## src/sv/bfau_pkg.sv

```systemverilog
// ----------------------------------------------------------------------------
// bfau_pkg
// Types, constants, field multiplier and microcode table of the GF(2^m) unit.
// ----------------------------------------------------------------------------
package bfau_pkg;

   localparam int FIELD_BITS    = 32;
   localparam int OPERAND_BITS  = 32;
   localparam int EXP_BITS      = 32;
   localparam int KIND_BITS     = 3;
   localparam int CSR_DATA_BITS = 32;
   localparam int CSR_ADDR_BITS = 3;
   localparam int CSR_IDX_BITS  = CSR_ADDR_BITS - 2;
   localparam int STEP_BITS     = 4;

   typedef logic [FIELD_BITS-1:0] elem_type;
   typedef logic [EXP_BITS-1:0]   exp_type;
   typedef logic [STEP_BITS-1:0]  step_type;

   localparam logic [CSR_DATA_BITS-1:0] POLY_RESET   = CSR_DATA_BITS'(141);
   localparam logic [CSR_IDX_BITS-1:0]  REG_POLY_IDX = CSR_IDX_BITS'(0);
   localparam elem_type ELEM_ONE = FIELD_BITS'(1);
   localparam exp_type  INV_EXP  = EXP_BITS'((64'd1 << FIELD_BITS) - 64'd2);

   typedef enum logic [KIND_BITS-1:0] {
      KIND_ADD = 3'd0,
      KIND_SUB = 3'd1,
      KIND_NEG = 3'd2,
      KIND_MUL = 3'd3,
      KIND_INV = 3'd4,
      KIND_DIV = 3'd5,
      KIND_POW = 3'd6
   } kind_type;

   typedef enum logic [1:0] {MX_ACC, MX_BASE, MX_OPA} mx_sel_type;
   typedef enum logic [1:0] {MY_BASE, MY_OPA, MY_OPB} my_sel_type;
   typedef enum logic [2:0] {
      ACC_HOLD, ACC_ONE, ACC_ZERO, ACC_XOR, ACC_OPA, ACC_MUL, ACC_MUL_BIT
   } acc_op_type;
   typedef enum logic [2:0] {
      BASE_HOLD, BASE_OPA, BASE_OPB, BASE_ACC, BASE_MUL
   } base_op_type;
   typedef enum logic [2:0] {
      EXP_HOLD, EXP_INV, EXP_OPB, EXP_MAG, EXP_SHIFT
   } exp_op_type;
   typedef enum logic [2:0] {
      SEQ_NEXT, SEQ_JUMP, SEQ_JUMP_IF_ZERO, SEQ_DONE, SEQ_DONE_IF_ZERO
   } seq_type;

   typedef struct packed {
      mx_sel_type  mx;
      my_sel_type  my;
      acc_op_type  acc_op;
      base_op_type base_op;
      exp_op_type  exp_op;
      seq_type     seq;
      step_type    target;
   } ctrl_type;

   localparam step_type UC_ADD      = STEP_BITS'(0);
   localparam step_type UC_NEG      = STEP_BITS'(1);
   localparam step_type UC_MUL      = STEP_BITS'(2);
   localparam step_type UC_ZERO     = STEP_BITS'(3);
   localparam step_type UC_INV      = STEP_BITS'(4);
   localparam step_type UC_INV_MUL  = STEP_BITS'(5);
   localparam step_type UC_INV_SQR  = STEP_BITS'(6);
   localparam step_type UC_DIV      = STEP_BITS'(7);
   localparam step_type UC_DIV_MUL  = STEP_BITS'(8);
   localparam step_type UC_DIV_SQR  = STEP_BITS'(9);
   localparam step_type UC_DIV_FIN  = STEP_BITS'(10);
   localparam step_type UC_PPOW     = STEP_BITS'(11);
   localparam step_type UC_NPOW     = STEP_BITS'(12);
   localparam step_type UC_NPOW_MUL = STEP_BITS'(13);
   localparam step_type UC_NPOW_SQR = STEP_BITS'(14);
   localparam step_type UC_NPOW_RUN = STEP_BITS'(15);

   function automatic elem_type gf_mul(elem_type x, elem_type y, elem_type poly);
      elem_type acc;
      elem_type xs;
      acc = '0;
      xs  = x;
      for (int i = 0; i < FIELD_BITS; i++) begin
         if (y[i]) begin
            acc = acc ^ xs;
         end
         if (xs[FIELD_BITS-1]) begin
            xs = (xs << 1) ^ poly;
         end else begin
            xs = xs << 1;
         end
      end
      return acc;
   endfunction

   function automatic ctrl_type mk_ctrl(mx_sel_type mx, my_sel_type my, acc_op_type ao,
                                        base_op_type bo, exp_op_type eo, seq_type sq,
                                        step_type tg);
      ctrl_type c;
      c.mx      = mx;
      c.my      = my;
      c.acc_op  = ao;
      c.base_op = bo;
      c.exp_op  = eo;
      c.seq     = sq;
      c.target  = tg;
      return c;
   endfunction

   function automatic ctrl_type ucode_rom(step_type s);
      ctrl_type c;
      case (s)
         UC_ADD:      c = mk_ctrl(MX_OPA, MY_OPB, ACC_XOR, BASE_HOLD, EXP_HOLD,
                                  SEQ_DONE, UC_ADD);
         UC_NEG:      c = mk_ctrl(MX_OPA, MY_OPB, ACC_OPA, BASE_HOLD, EXP_HOLD,
                                  SEQ_DONE, UC_ADD);
         UC_MUL:      c = mk_ctrl(MX_OPA, MY_OPB, ACC_MUL, BASE_HOLD, EXP_HOLD,
                                  SEQ_DONE, UC_ADD);
         UC_ZERO:     c = mk_ctrl(MX_OPA, MY_OPB, ACC_ZERO, BASE_HOLD, EXP_HOLD,
                                  SEQ_DONE, UC_ADD);
         UC_INV:      c = mk_ctrl(MX_ACC, MY_BASE, ACC_ONE, BASE_OPA, EXP_INV,
                                  SEQ_NEXT, UC_ADD);
         UC_INV_MUL:  c = mk_ctrl(MX_ACC, MY_BASE, ACC_MUL_BIT, BASE_HOLD, EXP_HOLD,
                                  SEQ_DONE_IF_ZERO, UC_ADD);
         UC_INV_SQR:  c = mk_ctrl(MX_BASE, MY_BASE, ACC_HOLD, BASE_MUL, EXP_SHIFT,
                                  SEQ_JUMP, UC_INV_MUL);
         UC_DIV:      c = mk_ctrl(MX_ACC, MY_BASE, ACC_ONE, BASE_OPB, EXP_INV,
                                  SEQ_NEXT, UC_ADD);
         UC_DIV_MUL:  c = mk_ctrl(MX_ACC, MY_BASE, ACC_MUL_BIT, BASE_HOLD, EXP_HOLD,
                                  SEQ_JUMP_IF_ZERO, UC_DIV_FIN);
         UC_DIV_SQR:  c = mk_ctrl(MX_BASE, MY_BASE, ACC_HOLD, BASE_MUL, EXP_SHIFT,
                                  SEQ_JUMP, UC_DIV_MUL);
         UC_DIV_FIN:  c = mk_ctrl(MX_ACC, MY_OPA, ACC_MUL, BASE_HOLD, EXP_HOLD,
                                  SEQ_DONE, UC_ADD);
         UC_PPOW:     c = mk_ctrl(MX_ACC, MY_BASE, ACC_ONE, BASE_OPA, EXP_OPB,
                                  SEQ_JUMP, UC_INV_MUL);
         UC_NPOW:     c = mk_ctrl(MX_ACC, MY_BASE, ACC_ONE, BASE_OPA, EXP_INV,
                                  SEQ_NEXT, UC_ADD);
         UC_NPOW_MUL: c = mk_ctrl(MX_ACC, MY_BASE, ACC_MUL_BIT, BASE_HOLD, EXP_HOLD,
                                  SEQ_JUMP_IF_ZERO, UC_NPOW_RUN);
         UC_NPOW_SQR: c = mk_ctrl(MX_BASE, MY_BASE, ACC_HOLD, BASE_MUL, EXP_SHIFT,
                                  SEQ_JUMP, UC_NPOW_MUL);
         UC_NPOW_RUN: c = mk_ctrl(MX_ACC, MY_BASE, ACC_ONE, BASE_ACC, EXP_MAG,
                                  SEQ_JUMP, UC_INV_MUL);
         default:     c = mk_ctrl(MX_OPA, MY_OPB, ACC_ZERO, BASE_HOLD, EXP_HOLD,
                                  SEQ_DONE, UC_ADD);
      endcase
      return c;
   endfunction

endpackage

```

## src/sv/bfau_if.sv

```systemverilog
// ----------------------------------------------------------------------------
// bfau request and response channels
// Valid/ready channels carrying the operation and its result.
// ----------------------------------------------------------------------------
interface bfau_req_if import bfau_pkg::*; ();
   logic                    valid;
   logic                    ready;
   logic [KIND_BITS-1:0]    kind;
   logic [OPERAND_BITS-1:0] operand_a;
   logic [OPERAND_BITS-1:0] operand_b;

   modport source (output valid, output kind, output operand_a, output operand_b,
                   input ready);
   modport sink (input valid, input kind, input operand_a, input operand_b,
                 output ready);
endinterface

interface bfau_rsp_if import bfau_pkg::*; ();
   logic                    valid;
   logic                    ready;
   logic [OPERAND_BITS-1:0] result;
   logic                    error;

   modport source (output valid, output result, output error, input ready);
   modport sink (input valid, input result, input error, output ready);
endinterface

```

## src/sv/binary_field_arithmetic_unit_top.sv

```systemverilog
// ----------------------------------------------------------------------------
// binary_field_arithmetic_unit_top
// GF(2^m) add, negate, multiply, inverse, divide and power, run by microcode.
// ----------------------------------------------------------------------------
//  channel  direction  handshake                 payload
//  req_if   in         valid/ready               kind, operand_a, operand_b
//  rsp_if   out        valid/ready               result, error
//  csr_*    in         APB write/read, pready=1  reduction_poly at 0x0
//
//  Add, sub, neg, mul and error cases finish at their entry step; inverse,
//  divide and power loop square and multiply over the exponent bits; one
//  step per cycle, bounded by the single shared field multiplier.
//  A request is taken whenever no request is in progress; one result waits in
//  the output register while the next request runs. A stalled output holds
//  the final step. Reset is synchronous and sets reduction_poly to 141.
// ----------------------------------------------------------------------------
module binary_field_arithmetic_unit_top import bfau_pkg::*; (
   input  logic                     clock,
   input  logic                     reset,
   bfau_req_if.sink                 req_if,
   bfau_rsp_if.source               rsp_if,
   input  logic                     csr_psel,
   input  logic                     csr_penable,
   input  logic                     csr_pwrite,
   input  logic [CSR_ADDR_BITS-1:0] csr_paddr,
   input  logic [CSR_DATA_BITS-1:0] csr_pwdata,
   output logic [CSR_DATA_BITS-1:0] csr_prdata,
   output logic                     csr_pready
);

   logic                     busy_ff, busy_in;
   step_type                 step_ff, step_in;
   elem_type                 acc_ff, acc_in;
   elem_type                 base_ff, base_in;
   exp_type                  exp_ff, exp_in;
   elem_type                 opa_ff, opa_in;
   logic [OPERAND_BITS-1:0]  opb_ff, opb_in;
   logic                     err_ff, err_in;
   logic                     rsp_valid_ff, rsp_valid_in;
   logic [OPERAND_BITS-1:0]  rsp_result_ff, rsp_result_in;
   logic                     rsp_error_ff, rsp_error_in;
   logic [CSR_DATA_BITS-1:0] poly_ff, poly_in;

   ctrl_type                 ctrl;
   elem_type                 mul_x, mul_y, mul_p, opb_elem;
   logic                     exp_zero, rsp_free, finish, advance, accept, req_err;
   elem_type                 req_a, req_b;
   step_type                 entry;
   logic [CSR_IDX_BITS-1:0]  csr_idx;

   assign ctrl       = ucode_rom(step_ff);
   assign opb_elem   = opb_ff[FIELD_BITS-1:0];
   assign exp_zero   = (exp_ff == '0);
   assign rsp_free   = !rsp_valid_ff || rsp_if.ready;
   assign finish     = busy_ff && ((ctrl.seq == SEQ_DONE) ||
                                   ((ctrl.seq == SEQ_DONE_IF_ZERO) && exp_zero));
   assign advance    = busy_ff && (!finish || rsp_free);
   assign accept     = req_if.valid && req_if.ready;
   assign req_if.ready = !busy_ff;
   assign req_a      = req_if.operand_a[FIELD_BITS-1:0];
   assign req_b      = req_if.operand_b[FIELD_BITS-1:0];
   assign csr_idx    = csr_paddr[CSR_ADDR_BITS-1:2];
   assign csr_pready = 1'b1;
   assign csr_prdata = (csr_idx == REG_POLY_IDX) ? poly_ff : '0;

   assign rsp_if.valid  = rsp_valid_ff;
   assign rsp_if.result = rsp_result_ff;
   assign rsp_if.error  = rsp_error_ff;

   always_comb begin
      case (ctrl.mx)
         MX_ACC:  mul_x = acc_ff;
         MX_BASE: mul_x = base_ff;
         MX_OPA:  mul_x = opa_ff;
         default: mul_x = acc_ff;
      endcase
      case (ctrl.my)
         MY_BASE: mul_y = base_ff;
         MY_OPA:  mul_y = opa_ff;
         MY_OPB:  mul_y = opb_elem;
         default: mul_y = base_ff;
      endcase
   end

   assign mul_p = gf_mul(mul_x, mul_y, poly_ff[FIELD_BITS-1:0]);

   always_comb begin
      req_err = 1'b0;
      case (kind_type'(req_if.kind))
         KIND_ADD: entry = UC_ADD;
         KIND_SUB: entry = UC_ADD;
         KIND_NEG: entry = UC_NEG;
         KIND_MUL: entry = UC_MUL;
         KIND_INV: begin
            entry   = UC_INV;
            req_err = (req_a == '0);
         end
         KIND_DIV: begin
            entry   = UC_DIV;
            req_err = (req_b == '0);
         end
         KIND_POW: begin
            entry   = req_if.operand_b[OPERAND_BITS-1] ? UC_NPOW : UC_PPOW;
            req_err = req_if.operand_b[OPERAND_BITS-1] && (req_a == '0);
         end
         default: entry = UC_ZERO;
      endcase
      if (req_err) begin
         entry = UC_ZERO;
      end
   end

   always_comb begin
      busy_in       = busy_ff;
      step_in       = step_ff;
      acc_in        = acc_ff;
      base_in       = base_ff;
      exp_in        = exp_ff;
      opa_in        = opa_ff;
      opb_in        = opb_ff;
      err_in        = err_ff;
      rsp_valid_in  = rsp_valid_ff && !rsp_if.ready;
      rsp_result_in = rsp_result_ff;
      rsp_error_in  = rsp_error_ff;
      poly_in       = poly_ff;

      case (ctrl.acc_op)
         ACC_HOLD:    acc_in = acc_ff;
         ACC_ONE:     acc_in = ELEM_ONE;
         ACC_ZERO:    acc_in = '0;
         ACC_XOR:     acc_in = opa_ff ^ opb_elem;
         ACC_OPA:     acc_in = opa_ff;
         ACC_MUL:     acc_in = mul_p;
         ACC_MUL_BIT: acc_in = exp_ff[0] ? mul_p : acc_ff;
         default:     acc_in = acc_ff;
      endcase
      case (ctrl.base_op)
         BASE_HOLD: base_in = base_ff;
         BASE_OPA:  base_in = opa_ff;
         BASE_OPB:  base_in = opb_elem;
         BASE_ACC:  base_in = acc_ff;
         BASE_MUL:  base_in = mul_p;
         default:   base_in = base_ff;
      endcase
      case (ctrl.exp_op)
         EXP_HOLD:  exp_in = exp_ff;
         EXP_INV:   exp_in = INV_EXP;
         EXP_OPB:   exp_in = EXP_BITS'(opb_ff);
         EXP_MAG:   exp_in = EXP_BITS'(~opb_ff + 1'b1);
         EXP_SHIFT: exp_in = exp_ff >> 1;
         default:   exp_in = exp_ff;
      endcase
      case (ctrl.seq)
         SEQ_NEXT:         step_in = step_ff + 1'b1;
         SEQ_JUMP:         step_in = ctrl.target;
         SEQ_JUMP_IF_ZERO: step_in = exp_zero ? ctrl.target : step_ff + 1'b1;
         SEQ_DONE:         step_in = step_ff;
         SEQ_DONE_IF_ZERO: step_in = exp_zero ? step_ff : step_ff + 1'b1;
         default:          step_in = step_ff;
      endcase

      if (!advance) begin
         acc_in  = acc_ff;
         base_in = base_ff;
         exp_in  = exp_ff;
         step_in = step_ff;
      end

      if (finish && rsp_free) begin
         busy_in       = 1'b0;
         rsp_valid_in  = 1'b1;
         rsp_result_in = OPERAND_BITS'(acc_in);
         rsp_error_in  = err_ff;
      end

      if (accept) begin
         busy_in = 1'b1;
         step_in = entry;
         opa_in  = req_a;
         opb_in  = req_if.operand_b;
         err_in  = req_err;
      end

      if (csr_psel && csr_penable && csr_pwrite && csr_pready &&
          (csr_idx == REG_POLY_IDX)) begin
         poly_in = csr_pwdata;
      end
   end

   always_ff @(posedge clock) begin
      if (reset) begin
         busy_ff      <= 1'b0;
         step_ff      <= UC_ZERO;
         rsp_valid_ff <= 1'b0;
         poly_ff      <= POLY_RESET;
      end else begin
         busy_ff      <= busy_in;
         step_ff      <= step_in;
         rsp_valid_ff <= rsp_valid_in;
         poly_ff      <= poly_in;
      end
   end

   always_ff @(posedge clock) begin
      acc_ff        <= acc_in;
      base_ff       <= base_in;
      exp_ff        <= exp_in;
      opa_ff        <= opa_in;
      opb_ff        <= opb_in;
      err_ff        <= err_in;
      rsp_result_ff <= rsp_result_in;
      rsp_error_ff  <= rsp_error_in;
   end

endmodule

```

## src/flat_wrapper.sv

```systemverilog
// flat-port wrapper written by rule: the top's interface ports become plain ports
module binary_field_arithmetic_unit_top_flat import bfau_pkg::*;
  (clock, reset, csr_psel, csr_penable, csr_pwrite, csr_paddr, csr_pwdata, csr_prdata, csr_pready, req_if_valid, req_if_kind, req_if_operand_a, req_if_operand_b, req_if_ready, rsp_if_valid, rsp_if_result, rsp_if_error, rsp_if_ready);
  bfau_req_if req_if_i ();
  bfau_rsp_if rsp_if_i ();
  input  logic clock;
  input  logic reset;
  input  logic csr_psel;
  input  logic csr_penable;
  input  logic csr_pwrite;
  input  logic [CSR_ADDR_BITS-1:0] csr_paddr;
  input  logic [CSR_DATA_BITS-1:0] csr_pwdata;
  output logic [CSR_DATA_BITS-1:0] csr_prdata;
  output logic csr_pready;
  input wire logic [$bits(req_if_i.valid)-1:0] req_if_valid;
  input wire logic [$bits(req_if_i.kind)-1:0] req_if_kind;
  input wire logic [$bits(req_if_i.operand_a)-1:0] req_if_operand_a;
  input wire logic [$bits(req_if_i.operand_b)-1:0] req_if_operand_b;
  output wire logic [$bits(req_if_i.ready)-1:0] req_if_ready;
  output wire logic [$bits(rsp_if_i.valid)-1:0] rsp_if_valid;
  output wire logic [$bits(rsp_if_i.result)-1:0] rsp_if_result;
  output wire logic [$bits(rsp_if_i.error)-1:0] rsp_if_error;
  input wire logic [$bits(rsp_if_i.ready)-1:0] rsp_if_ready;
  assign req_if_i.valid = req_if_valid;
  assign req_if_i.kind = req_if_kind;
  assign req_if_i.operand_a = req_if_operand_a;
  assign req_if_i.operand_b = req_if_operand_b;
  assign req_if_ready = req_if_i.ready;
  assign rsp_if_valid = rsp_if_i.valid;
  assign rsp_if_result = rsp_if_i.result;
  assign rsp_if_error = rsp_if_i.error;
  assign rsp_if_i.ready = rsp_if_ready;
  binary_field_arithmetic_unit_top u_core (.clock(clock), .reset(reset), .req_if(req_if_i), .rsp_if(rsp_if_i), .csr_psel(csr_psel), .csr_penable(csr_penable), .csr_pwrite(csr_pwrite), .csr_paddr(csr_paddr), .csr_pwdata(csr_pwdata), .csr_prdata(csr_prdata), .csr_pready(csr_pready));
endmodule
```

## config.mk

```make
export PLATFORM = sky130hd
export DESIGN_NAME = binary_field_arithmetic_unit_top_flat
export DESIGN_NICKNAME = d
export VERILOG_FILES = /design/src/sv/bfau_pkg.sv /design/src/sv/bfau_if.sv /design/src/sv/binary_field_arithmetic_unit_top.sv /design/src/flat_wrapper.sv
export SDC_FILE = /design/constraint.sdc
export NUM_CORES = 2
export LEC_CHECK = 0
export ABC_AREA = 1
export BUFFER_PORTS_ARGS = -buffer_cell sky130_fd_sc_hd__buf_2
export CELL_PAD_IN_SITES_DETAIL_PLACEMENT = 0
export CELL_PAD_IN_SITES_GLOBAL_PLACEMENT = 1
export CORE_AREA = 2 2 305 307
export DETAILED_ROUTE_END_ITERATION = 16
export DIE_AREA = 0 0 307 309
export GPL_TIMING_DRIVEN = 0
export PLACE_DENSITY_LB_ADDON = 0.2
export SETUP_SLACK_MARGIN = 0.02
export SLEW_MARGIN = 30
export SYNTH_ARGS = -nofsm -noshare
export SYNTH_HDL_FRONTEND = slang
export SYNTH_SLANG_ARGS = --single-unit
```

## constraint.sdc

```tcl
create_clock -name clock -period 13.6 [get_ports clock]
set_input_delay 0.68 -clock clock [delete_from_list [all_inputs] [get_ports clock]]
set_output_delay 0.68 -clock clock [all_outputs]
set_load 0.01 [all_outputs]
```

==> results.md <==
Outcome:
- The run finished with clean final reports.

Floorplanning:
- The initial utilization of the core area, before any placement, comes to 0.487.
- In this run the core area contains 111 standard-cell rows.
- The vertical extent of the die is 309 um.
- The die covers 94900 um^2.
- For this design the top-level I/O count stands at 177.
- After floorplanning, the core was sized to cover 91400 um^2.
- The x dimension of the die is 307 um.

Run:
- The number of max-cap violations is 0.

Logic synthesis:
- The post-synthesis sequential element count is 248.
- Synthesis produced a netlist with a net count of 7459.
- The number of different library cells in the post-synthesis netlist is 55.
- After synthesis the cells add up to 44500 um^2.
- The share of synthesized area in the top cell type comes to 0.206.
- The register area share after synthesis is 0.148.
- The proportion of synthesized flip-flops having asynchronous set or reset is 0.
- After synthesis, the mean cell area works out to 6.06 um^2.
- The library cell occupying the most area in the post-synthesis netlist is nand2_1.
- Synthesis produced a netlist whose cell count is 7339.
- Yosys printed 0 warnings.
- In the post-synthesis netlist, the biggest area contributors are nand2_1, xnor2_1, xor2_1.
- The synthesized design contains 162 enable-type register cells.
- The most frequent cell after synthesis is nand2_1.
- The dominant synthesized flop cell is edfxtp_1.
- Ranked by instance count, the synthesized netlist is headed by nand2_1, xnor2_1, nor2_1.

STA:
- The worst-margin pin slew is 1.12 ns.
- The final-report max-slew violation count is 0.
- The clock period minus worst slack is 12.87 ns.
- For this run, the top clock speed supported by timing is 0.0777 GHz.
- Measured against its own limit, the worst slew margin works out to 0.251.
- Setup repair after global routing left no endpoint under its margin.
- The final-report setup violation count is 0.
- The clock tree skew after final layout is 0.0270 ns.
- The worst hold-check slack is 0.284 ns.
- The count of endpoints failing hold in the final timing report came to 0.
- The post-route setup TNS is 0 ns.
- The period utilization is 0.946.

Critical path:
- The required time at the worst-slack endpoint is 13.96 ns.
- The worst setup path is launched from a flop.
- The delay of the slowest cell on the worst path is 0.74 ns.
- STA classifies the critical path endpoint as a flop.
- At the worst endpoint, the arrival time is 13.23 ns.
- The largest driver fanout on the critical path is 10.
- Measured in cells, the most critical reg-to-reg path has a length of 78.
- The most used cell along the critical path is nand2_1.
- On the critical path, the stage with the largest delay is an instance of o21ai_1.
- The critical path in this run is classified as reg2reg.

Clock tree:
- Clock tree synthesis found a total of 248 sinks.
- The post-cts hold buffer count is 0.
- Counting along the longest clock path gives a buffer depth of 3.
- The clock insertion delay at the later pin of the skew report is 0.59 ns.
- The root buffer cell chosen for the clock tree is clkbuf_16.
- The number of levels the H-tree was split into is 1.
- Clock-pin slew was measured on the worst setup and hold paths at 0.06 ns.
- The TritonCTS clock tree is yes.
- Counting the buffers created by CTS gives 27.
- The buffer count from post-CTS setup fixing is 0.

Hold path:
- The class of the tightest hold or removal check is in2reg.
- The number of cells on the worst hold path is 1.

Drt:
- The average wire length per cell after detail routing is 22.8 um.
- The routed layout has 48600 vias.
- The detailed-routing iteration count for the pre-antenna-repair pass is 6.
- The routed design has 199 mm of wire.
- Using the TritonRoute via totals, the vias-per-cell ratio works out to 5.55.
- The count of routing violations after the opening detailed-route iteration is 5496.
- For this run, design rule violations remaining after detail routing come to 0.
- The post-detailed-route count of antenna-violating nets is 0.

GRT:
- The via count of the first global-routing pass was 44600.
- Entering global routing, the biggest net connects 74 pins.
- The number of antenna violations at the first check in global routing is 5.
- The first global-routing pass estimated 288 mm of wire.
- For this run the aggregate overflow at the end of global routing stands at 0.
- The global-route usage over all layers is 0.405.

Cells and area:
- The fill cell total of the finished layout is 9625.
- The utilization of the core after routing is 0.527.
- The relative area change from synthesis to final layout is 8.31%.
- In the final layout, the share of cells above drive strength 1 is 0.0788.
- The net count of the finished layout is 7671.

Placement:
- The HPWL after detailed placement is 161 mm.
- The congestion estimate from routability-driven global placement came to 0.996.
- The count of buffers added on input and output ports is 172.
-- cells in the final DEF (no fill, tap or decap), types with 6 or more instances in the layout --
cell,netlist,layout
nand3_1,547,546
dfxtp_1,86,86
nand2_4,15,15
buf_2,73,248
a221o_1,30,30
buf_1,39,36
nand2_1,2444,2433
clkbuf_2,0,27
xor2_1,634,629
a21oi_1,58,55
o21ai_0,187,173
nor4_1,34,34
o21ai_2,1,17
clkbuf_16,0,28
nor3_1,48,48
xnor2_2,9,12
xnor2_1,1021,1018
inv_2,57,57
nor2_1,763,760
nand3_4,5,6
xor2_2,3,8
clkinv_1,21,22
buf_4,25,28
inv_1,459,459
buf_6,22,24
o21ai_1,65,63
o211ai_1,8,8
nand4_1,92,92
a21boi_1,24,15
nand2_2,41,52
a21boi_2,0,6
edfxtp_1,162,162
nand3_2,15,15
o2111ai_1,12,12
nor2_2,14,16
ha_1,11,11
clkbuf_1,273,253
-- area by class of cell --
cell class | count | area, um^2 | area share
well taps | 1186 | 1480 | 0.0308
inverters | 537 | 2020 | 0.0419
diodes | 3 | 7.51 | 0.000156
multi-input cells | 6122 | 34200 | 0.709
flip-flops and latches | 248 | 6590 | 0.137
plain buffers | 432 | 2010 | 0.0417
clock inverters | 14 | 141 | 0.00293
clock buffers | 36 | 751 | 0.0156
repair buffers | 183 | 1020 | 0.0211
-- metal layers --
layer,vias up,GRT usage,part of all wire
met5,-,0,0.000055
met4,2,0.145,0.041
met3,387,0.0691,0.097
met2,2335,0.657,0.44
met1,22800,0.542,0.42
li1,23200,-,-
-- critical path: cells and delay by family, from the launching register on --
family	cells	cell delay, ns
XOR/XNOR	11	2.96
flip-flops	1	0.40
buffers and inverters	15	1.72
adder cells (fa/ha/maj)	1	0.44
AO/OA/AOI/OAI	2	1.06
AND/OR/NAND/NOR	49	6.00
-- cells by family (layout without fill, tap and decap cells) --
kind of cell | Yosys count | after routing | synth area share
other cells | 1 | 4 | 0.0000843
fa+ha+maj | 11 | 11 | 0.00309
buf+inv | 969 | 1202 | 0.0896
xor+xnor | 1667 | 1667 | 0.330
compound gates | 400 | 400 | 0.0521
simple gates | 4043 | 4043 | 0.377
flops | 248 | 248 | 0.148
-- through the flow --
stage	instance area [um^2]	cells	setup slack [ns]
floorplan	44500	7339	4.27
global placement	46800	8697	0.631
detailed placement	47100	8708	0.669
CTS	48000	8758	0.600
global route	48200	8758	0.0275
finish	48200	8761	0.733
-- timing repair --
| action | in CTS | in global routing |
|---|---|---|
| endpoints found under the hold margin | 0 | 0 |
| setup endpoints to repair | 0 | 94 |
| resized for setup | 0 | 40 |
-- path summary, 6_finish.rpt --
kind	to	from	slack, ns
min reg2reg	u_core.rsp_if.error$_DFFE_PP_	u_core.err_ff$_DFFE_PP_	0.43
max	u_core.rsp_if.result[5]$_DFFE_PP_	u_core.ctrl[18]$_DFF_P_	0.73
min	u_core.opb_elem[16]$_DFFE_PP_	req_if_operand_b[16]	0.28
max reg2reg	u_core.rsp_if.result[5]$_DFFE_PP_	u_core.ctrl[18]$_DFF_P_	0.73
-- registers in the layout, indices dropped and copies added, names as in the netlist --
register              count
u_core.busy_ff            1
u_core.rsp_if.valid       1
u_core.step_ff            4
u_core.acc_ff            32
u_core.exp_ff            32
u_core.opa_ff            32
u_core.poly_ff           32
u_core.base_ff           32
u_core.ctrl              16
u_core.err_ff             1
u_core.rsp_if.error       1
u_core.opb_elem          32
u_core.rsp_if.result     32
Power is left out: the tool's default activity adds up to more than one toggle a clock period on the data nets, which glitch-free logic cannot reach.
